### src/hdl/tdmv_pkg.sv
// Shared types and constants of the temporal direct motion vector scaler.
package tdmv_pkg;

  // Vertical adjust codes of the co-located vector.
  localparam logic [1:0] MODE_KEEP   = 2'd0;
  localparam logic [1:0] MODE_HALF   = 2'd1;
  localparam logic [1:0] MODE_DOUBLE = 2'd2;

  // Distance scale factor arithmetic.
  localparam int DistNum     = 16384;
  localparam int UnityScale  = 256;
  localparam int ScaleRound  = 32;
  localparam int ScaleShift  = 6;
  localparam int ScaleMax    = 1023;
  localparam int ScaleMin    = -1024;
  localparam int MvRound     = 128;
  localparam int MvShift     = 8;

  // Divider: quotient bits and bits resolved per pipeline stage.
  localparam int QuoWidth  = 15;
  localparam int DIV_STEPS = 5;

  typedef struct packed {
    logic signed [31:0] poc_cur;
    logic signed [31:0] poc_fwd;
    logic signed [31:0] poc_bwd;
    logic               fwd_long_term;
    logic signed [15:0] col_mv_x;
    logic signed [15:0] col_mv_y;
    logic        [1:0]  mode;
  } tdmv_in_t;

  typedef struct packed {
    logic signed [10:0] scale_factor;
    logic signed [15:0] l0_mv_x;
    logic signed [15:0] l0_mv_y;
    logic signed [15:0] l1_mv_x;
    logic signed [15:0] l1_mv_y;
  } tdmv_out_t;

endpackage

### src/hdl/tdmv_if.sv
// Valid/ready channel interfaces for the input and result transactions.
interface tdmv_in_if import tdmv_pkg::*; ();
  logic     valid;
  logic     ready;
  tdmv_in_t data;

  modport source (output valid, output data, input ready);
  modport sink (input valid, input data, output ready);
endinterface

interface tdmv_out_if import tdmv_pkg::*; ();
  logic      valid;
  logic      ready;
  tdmv_out_t data;

  modport source (output valid, output data, input ready);
  modport sink (input valid, input data, output ready);
endinterface

### src/hdl/tdmv_div_stage.sv
// Combinational slice of the restoring divider: a few quotient bits per stage.
module tdmv_div_stage import tdmv_pkg::*; (
  input  logic [7:0]           divisor_i,
  input  logic [7:0]           rem_i,
  input  logic [DIV_STEPS-1:0] num_bits_i,
  output logic [7:0]           rem_o,
  output logic [DIV_STEPS-1:0] quo_o
);

  logic [8:0] trial;
  logic [7:0] rem;

  // The remainder stays below the divisor (at most 128), so the shifted
  // trial value fits in nine bits.
  always_comb begin
    rem   = rem_i;
    trial = '0;
    quo_o = '0;
    for (int i = DIV_STEPS - 1; i >= 0; i--) begin
      trial = {rem, num_bits_i[i]};
      if (trial >= {1'b0, divisor_i}) begin
        trial    = trial - {1'b0, divisor_i};
        quo_o[i] = 1'b1;
      end
      rem = trial[7:0];
    end
    rem_o = rem;
  end

endmodule

### src/hdl/temporal_direct_mv_scaler.sv
// Temporal direct motion vector scaler: eight-stage pipeline, one transaction per cycle
// while the output is not stalled, with the result shown on out_o from the last stage.
// Throughput is one transaction per clock unless out_o stalls; the three divider stages
// and the registered multipliers are fully pipelined, so nothing iterates.
// Each stage holds its item while its successor is full and stalled, so bubbles collapse.
// Reset (rst_ni low, asynchronous) clears the stage valid bits only.
module temporal_direct_mv_scaler import tdmv_pkg::*; (
  input  logic              clk_i,
  input  logic              rst_ni,
  tdmv_in_if.sink           in_i,
  tdmv_out_if.source        out_o
);

  localparam int NumStages = 8;

  // Stage 1: clipped POC distances and the adjusted vertical component.
  typedef struct packed {
    logic signed [7:0]  tb;
    logic signed [7:0]  td;
    logic               unity;
    logic signed [15:0] mvx;
    logic signed [16:0] ady;
  } s1_t;

  // Stages 2 to 4: divider in flight, resolving the quotient of
  // (16384 + |td|/2) / |td| from the top bit down.
  typedef struct packed {
    logic signed [7:0]    tb;
    logic                 neg;
    logic                 unity;
    logic signed [15:0]   mvx;
    logic signed [16:0]   ady;
    logic [7:0]           divisor;
    logic [QuoWidth-1:0]  num;
    logic [7:0]           rem;
    logic [QuoWidth-1:0]  quo;
  } sdiv_t;

  // Stage 5: product of tb and the signed reciprocal tx.
  typedef struct packed {
    logic               unity;
    logic signed [15:0] mvx;
    logic signed [16:0] ady;
    logic signed [23:0] prod;
  } s5_t;

  // Stage 6: final scale factor.
  typedef struct packed {
    logic signed [10:0] sc;
    logic signed [15:0] mvx;
    logic signed [16:0] ady;
  } s6_t;

  // Stage 7: vector products.
  typedef struct packed {
    logic signed [10:0] sc;
    logic signed [15:0] mvx;
    logic signed [16:0] ady;
    logic signed [26:0] px;
    logic signed [27:0] py;
  } s7_t;

  logic [NumStages-1:0] vld_q;
  logic [NumStages-1:0] en;

  s1_t       s1_d, s1_q;
  sdiv_t     s2_d, s2_q, s3_d, s3_q, s4_d, s4_q;
  s5_t       s5_d, s5_q;
  s6_t       s6_d, s6_q;
  s7_t       s7_d, s7_q;
  tdmv_out_t s8_d, s8_q;

  // Saturates an exact 33-bit POC difference to the signed 8-bit range.
  function automatic logic signed [7:0] clip8(input logic signed [32:0] v);
    logic signed [7:0] r;
    if (v > 33'sd127) begin
      r = 8'sd127;
    end else if (v < -33'sd128) begin
      r = -8'sd128;
    end else begin
      r = v[7:0];
    end
    return r;
  endfunction

  // A stage may load when it is empty or when its content moves on in the
  // same cycle. The last stage is the output register.
  always_comb begin
    en[NumStages-1] = !vld_q[NumStages-1] || out_o.ready;
    for (int k = NumStages - 2; k >= 0; k--) begin
      en[k] = !vld_q[k] || en[k+1];
    end
  end

  assign in_i.ready = en[0];

  always_ff @(posedge clk_i or negedge rst_ni) begin
    if (!rst_ni) begin
      vld_q <= '0;
    end else begin
      if (en[0]) begin
        vld_q[0] <= in_i.valid;
      end
      for (int k = 1; k < NumStages; k++) begin
        if (en[k]) begin
          vld_q[k] <= vld_q[k-1];
        end
      end
    end
  end

  // ---------------------------------------------------------------------
  // Stage 1: POC differences are taken exactly in 33 bits and then clipped.
  // The vertical adjust halves toward zero by adding one to negative values
  // before the arithmetic shift.
  // ---------------------------------------------------------------------
  logic signed [32:0] diff_td, diff_tb;
  logic signed [16:0] mvy_ext, mvy_bias;

  always_comb begin
    diff_td  = 33'(in_i.data.poc_bwd) - 33'(in_i.data.poc_fwd);
    diff_tb  = 33'(in_i.data.poc_cur) - 33'(in_i.data.poc_fwd);
    mvy_ext  = 17'(in_i.data.col_mv_y);
    mvy_bias = mvy_ext + $signed({16'd0, in_i.data.col_mv_y[15]});

    s1_d.tb    = clip8(diff_tb);
    s1_d.td    = clip8(diff_td);
    s1_d.unity = in_i.data.fwd_long_term || (clip8(diff_td) == 8'sd0);
    s1_d.mvx   = in_i.data.col_mv_x;
    unique case (in_i.data.mode)
      MODE_HALF:   s1_d.ady = mvy_bias >>> 1;
      MODE_DOUBLE: s1_d.ady = mvy_ext <<< 1;
      MODE_KEEP:   s1_d.ady = mvy_ext;
      default:     s1_d.ady = mvy_ext;
    endcase
  end

  // ---------------------------------------------------------------------
  // Stage 2: divisor magnitude, rounded numerator, first quotient bits.
  // A zero divisor gives a meaningless quotient that the unity flag masks.
  // ---------------------------------------------------------------------
  logic [7:0]          div_a;
  logic [QuoWidth-1:0] div_num;
  logic [7:0]          rem2, rem3, rem4;
  logic [DIV_STEPS-1:0] quo2, quo3, quo4;

  always_comb begin
    div_a   = s1_q.td[7] ? 8'(-s1_q.td) : 8'(s1_q.td);
    div_num = QuoWidth'(DistNum) + QuoWidth'(div_a >> 1);
  end

  tdmv_div_stage u_div_hi (
    .divisor_i  (div_a),
    .rem_i      (8'd0),
    .num_bits_i (div_num[QuoWidth-1 -: DIV_STEPS]),
    .rem_o      (rem2),
    .quo_o      (quo2)
  );

  always_comb begin
    s2_d.tb      = s1_q.tb;
    s2_d.neg     = s1_q.td[7];
    s2_d.unity   = s1_q.unity;
    s2_d.mvx     = s1_q.mvx;
    s2_d.ady     = s1_q.ady;
    s2_d.divisor = div_a;
    s2_d.num     = div_num;
    s2_d.rem     = rem2;
    s2_d.quo     = '0;
    s2_d.quo[QuoWidth-1 -: DIV_STEPS] = quo2;
  end

  // Stage 3: middle quotient bits.
  tdmv_div_stage u_div_mid (
    .divisor_i  (s2_q.divisor),
    .rem_i      (s2_q.rem),
    .num_bits_i (s2_q.num[QuoWidth-1-DIV_STEPS -: DIV_STEPS]),
    .rem_o      (rem3),
    .quo_o      (quo3)
  );

  always_comb begin
    s3_d     = s2_q;
    s3_d.rem = rem3;
    s3_d.quo[QuoWidth-1-DIV_STEPS -: DIV_STEPS] = quo3;
  end

  // Stage 4: low quotient bits.
  tdmv_div_stage u_div_lo (
    .divisor_i  (s3_q.divisor),
    .rem_i      (s3_q.rem),
    .num_bits_i (s3_q.num[QuoWidth-1-2*DIV_STEPS -: DIV_STEPS]),
    .rem_o      (rem4),
    .quo_o      (quo4)
  );

  always_comb begin
    s4_d     = s3_q;
    s4_d.rem = rem4;
    s4_d.quo[QuoWidth-1-2*DIV_STEPS -: DIV_STEPS] = quo4;
  end

  // ---------------------------------------------------------------------
  // Stage 5: the numerator is positive, so truncation toward zero is the
  // magnitude quotient with the divisor's sign applied. Then tb * tx.
  // ---------------------------------------------------------------------
  logic signed [15:0] tx_mag, tx;

  always_comb begin
    tx_mag      = $signed({1'b0, s4_q.quo});
    tx          = s4_q.neg ? -tx_mag : tx_mag;
    s5_d.unity  = s4_q.unity;
    s5_d.mvx    = s4_q.mvx;
    s5_d.ady    = s4_q.ady;
    s5_d.prod   = 24'(s4_q.tb) * 24'(tx);
  end

  // Stage 6: round, floor shift and clip to the scale factor range.
  logic signed [23:0] sc_sum, sc_shr;

  always_comb begin
    sc_sum = s5_q.prod + 24'sd32;
    sc_shr = sc_sum >>> ScaleShift;
    if (s5_q.unity) begin
      s6_d.sc = 11'(UnityScale);
    end else if (sc_shr > 24'(ScaleMax)) begin
      s6_d.sc = 11'(ScaleMax);
    end else if (sc_shr < 24'(ScaleMin)) begin
      s6_d.sc = 11'(ScaleMin);
    end else begin
      s6_d.sc = sc_shr[10:0];
    end
    s6_d.mvx = s5_q.mvx;
    s6_d.ady = s5_q.ady;
  end

  // Stage 7: scale both vector components.
  always_comb begin
    s7_d.sc  = s6_q.sc;
    s7_d.mvx = s6_q.mvx;
    s7_d.ady = s6_q.ady;
    s7_d.px  = 27'(s6_q.sc) * 27'(s6_q.mvx);
    s7_d.py  = 28'(s6_q.sc) * 28'(s6_q.ady);
  end

  // ---------------------------------------------------------------------
  // Stage 8: round and floor shift by eight, keep the low 16 bits, and form
  // the list1 vectors by wrapping subtraction.
  // ---------------------------------------------------------------------
  logic signed [26:0] px_rnd;
  logic signed [27:0] py_rnd;
  logic signed [15:0] l0x, l0y;

  always_comb begin
    px_rnd = s7_q.px + 27'(MvRound);
    py_rnd = s7_q.py + 28'(MvRound);
    l0x    = px_rnd[MvShift +: 16];
    l0y    = py_rnd[MvShift +: 16];
    s8_d.scale_factor = s7_q.sc;
    s8_d.l0_mv_x      = l0x;
    s8_d.l0_mv_y      = l0y;
    s8_d.l1_mv_x      = l0x - s7_q.mvx;
    s8_d.l1_mv_y      = l0y - s7_q.ady[15:0];
  end

  // Payload registers, loaded with their stage enable.
  always_ff @(posedge clk_i) begin
    if (en[0]) begin
      s1_q <= s1_d;
    end
    if (en[1]) begin
      s2_q <= s2_d;
    end
    if (en[2]) begin
      s3_q <= s3_d;
    end
    if (en[3]) begin
      s4_q <= s4_d;
    end
    if (en[4]) begin
      s5_q <= s5_d;
    end
    if (en[5]) begin
      s6_q <= s6_d;
    end
    if (en[6]) begin
      s7_q <= s7_d;
    end
    if (en[7]) begin
      s8_q <= s8_d;
    end
  end

  assign out_o.valid = vld_q[NumStages-1];
  assign out_o.data  = s8_q;

endmodule

### src/flat_wrapper.sv
// flat-port wrapper written by rule: the top's interface ports become plain ports
module temporal_direct_mv_scaler_flat import tdmv_pkg::*;
  (clk_i, rst_ni, in_i_valid, in_i_data, in_i_ready, out_o_valid, out_o_data, out_o_ready);
  tdmv_in_if in_i_i ();
  tdmv_out_if out_o_i ();
  input  logic clk_i;
  input  logic rst_ni;
  input wire logic [$bits(in_i_i.valid)-1:0] in_i_valid;
  input wire logic [$bits(in_i_i.data)-1:0] in_i_data;
  output wire logic [$bits(in_i_i.ready)-1:0] in_i_ready;
  output wire logic [$bits(out_o_i.valid)-1:0] out_o_valid;
  output wire logic [$bits(out_o_i.data)-1:0] out_o_data;
  input wire logic [$bits(out_o_i.ready)-1:0] out_o_ready;
  assign in_i_i.valid = in_i_valid;
  assign in_i_i.data = in_i_data;
  assign in_i_ready = in_i_i.ready;
  assign out_o_valid = out_o_i.valid;
  assign out_o_data = out_o_i.data;
  assign out_o_i.ready = out_o_ready;
  temporal_direct_mv_scaler u_core (.clk_i(clk_i), .rst_ni(rst_ni), .in_i(in_i_i), .out_o(out_o_i));
endmodule
### config.mk
export PLATFORM = sky130hd
export DESIGN_NAME = temporal_direct_mv_scaler_flat
export DESIGN_NICKNAME = d
export VERILOG_FILES = /design/src/hdl/tdmv_pkg.sv /design/src/hdl/tdmv_if.sv /design/src/hdl/tdmv_div_stage.sv /design/src/hdl/temporal_direct_mv_scaler.sv /design/src/flat_wrapper.sv
export SDC_FILE = /design/constraint.sdc
export NUM_CORES = 2
export LEC_CHECK = 0
export BUFFER_PORTS_ARGS = -buffer_cell sky130_fd_sc_hd__buf_2
export CAP_MARGIN = 20
export CORE_UTILIZATION = 41
export CTS_BUF_LIST = sky130_fd_sc_hd__clkbuf_4 sky130_fd_sc_hd__clkbuf_8
export CTS_CLUSTER_SIZE = 12
export DETAILED_ROUTE_END_ITERATION = 10
export GPL_ROUTABILITY_DRIVEN = 0
export GPL_TIMING_DRIVEN = 0
export PLACE_DENSITY_LB_ADDON = 0.15
export SKIP_CTS_REPAIR_TIMING = 1
export SYNTH_ARGS = -nofsm -noshare
export SYNTH_HDL_FRONTEND = slang
export SYNTH_HIERARCHICAL = 1
export SYNTH_SLANG_ARGS = --single-unit
### constraint.sdc
create_clock -name clk_i -period 27.4 [get_ports clk_i]
set_input_delay 5.48 -clock clk_i [delete_from_list [all_inputs] [get_ports clk_i]]
set_output_delay 5.48 -clock clk_i [all_outputs]
set_load 0.02 [all_outputs]
==> flow_summary.ini <==
[run_status]
status = finished, final reports clean

[die]
design.die.area_mm2 = 0.111
core_mm2 = 0.108
pin_count = 212
dieHeight_um = 333
rows = 120
die_w_um = 333
start_util_pct = 41.6

[worst_setup_path]
cpPeakStageDelay_ps = 610
crit_chain = buf_2, nor2b_1, nand3_2, nor2_1, nand3_4, inv_1, nand3_4, buf_2
crit_slowest_cell = nand3_4
worstSetupPathType = in -> out
cp_max_fo = 52
cp.arrival_ps = 8640
r2r_cells = 54
critPathLaunchType = input pin
endpoint_kind = primary output
cp.required_ps = 21920

[timing]
hold_ws_ps = 399
final-hold-violation-count = 0
maxSlewViolCount = 0
rsz0062_at_grt = no
fin_setup_tns_ps = 0
fin_crit_sh_pct = 51.5
setup_viol = 0
fin_skew_ps = 31.4
slew_headroom_pct = 21.5
min_period_ps = 14120
fmax_mhz = 70.8
worst_pin_slew_ps = 1170

[yosys]
yosys_warnings = 6
avgSynthCellArea_um2 = 10.4
synth_area_mm2 = 0.0448
postSynthCellCount = 4306

[flow_run]
max-cap-violations = 0

[finish]
layout_common_cells = inv_1 (682), edfxtp_1 (490), fa_1 (407), ha_1 (368), nand2_1 (304)
syn_to_final_growth_pct = 11.1
layout-drive-gt1-share_pct = 10.5
final_common_cell = inv_1
nets = 5551

[worst_hold_path]
holdCritPathClass = reg -> reg
whs_path_depth = 0

[detailed_routing]
vias = 31100
wirelength_um = 106000
drc = 0
drtAntennaViolNets = 0
first_pass_iters = 5
post_drt_wl_per_cell_um = 17.4
first_iter_violations = 1604
via_per_inst = 5.08

[global_routing]
grt_max_degree = 65
grt_pass1_vias = 31900
grt_usage_pct = 19.4
grt_pass1_wl_um = 169000
grt-ovfl-total = 0
antenna_found_initial = 17

[clock_network]
cts_buffers = 88
clock_latency_ps = 710
clockBufferDepth = 3
cts.sinks = 498
cts_tree = done
htreeDepth = 3
clkTransAtPathRegs_ps = 60
root_buffer = clkbuf_8

[placed_design]
port_buffers = 208
dpl.hpwl_um = 85200
==> final timing paths <==
check                                start               to  slack (ps)
min reg2reg                u_core/s4_q[64]  u_core/s5_q[42]         400
min                        u_core/s4_q[64]  u_core/s5_q[42]         400
min in group asynchronous           rst_ni  u_core/vld_q[0]        4600
max reg2reg                u_core/s1_q[34]  u_core/s2_q[17]       14260
max in group asynchronous           rst_ni  u_core/vld_q[2]       22600
max                            out_o_ready       in_i_ready       13280
==> metrics by stage <==
step | cell area, µm² | utilization [%] | cells | setup slack [ps]
after floorplan | 44900 | - | 4335 | 11200
after global placement | 47700 | 44.3 | 5946 | 7510
after detailed placement | 47900 | 44.5 | 5954 | 13220
after CTS | 49800 | 46.2 | 6114 | 13210
after global routing | 49800 | 46.2 | 6115 | 12980
final | 49800 | 46.2 | 6115 | 13280
==> metal layers <==
| metal | wire [µm] | track usage [%] |
|---|---|---|
| met1 | 44900 | 23.9 |
| met2 | 52600 | 34.0 |
| met3 | 4530 | 3.21 |
| met4 | 3910 | 7.28 |
| met5 | 201 | 0 |
==> registers in the layout, indices dropped and copies added, names as in the netlist <==
signal	flops
u_core/s7_q	77
u_core/out_o.data	75
u_core/s3_q	69
u_core/s2_q	64
u_core/s4_q	58
u_core/s5_q	53
u_core/s1_q	50
u_core/s6_q	44
u_core/vld_q	8
==> critical path: cells and delay by family <==
family / cells / cell delay [ps]
buffers and inverters: 3 / 750
and+or+nand+nor: 5 / 2390
==> final cells by class <==
type                            count  area (µm²)
Antenna cell                        1        2.50
Multi-Input combinational cell   3036       27000
Clock buffer                      128        1540
Sequential cell                   498       14900
Tap cell                         1403        1760
Buffer                            108         465
Timing Repair Buffer              216        1200
Clock inverter                     32         300
Inverter                          693        2620
Fill cell                       10300       57900
Power is not shown: default switching activity piles up to over one toggle a cycle in this logic, so the estimate is an artifact.
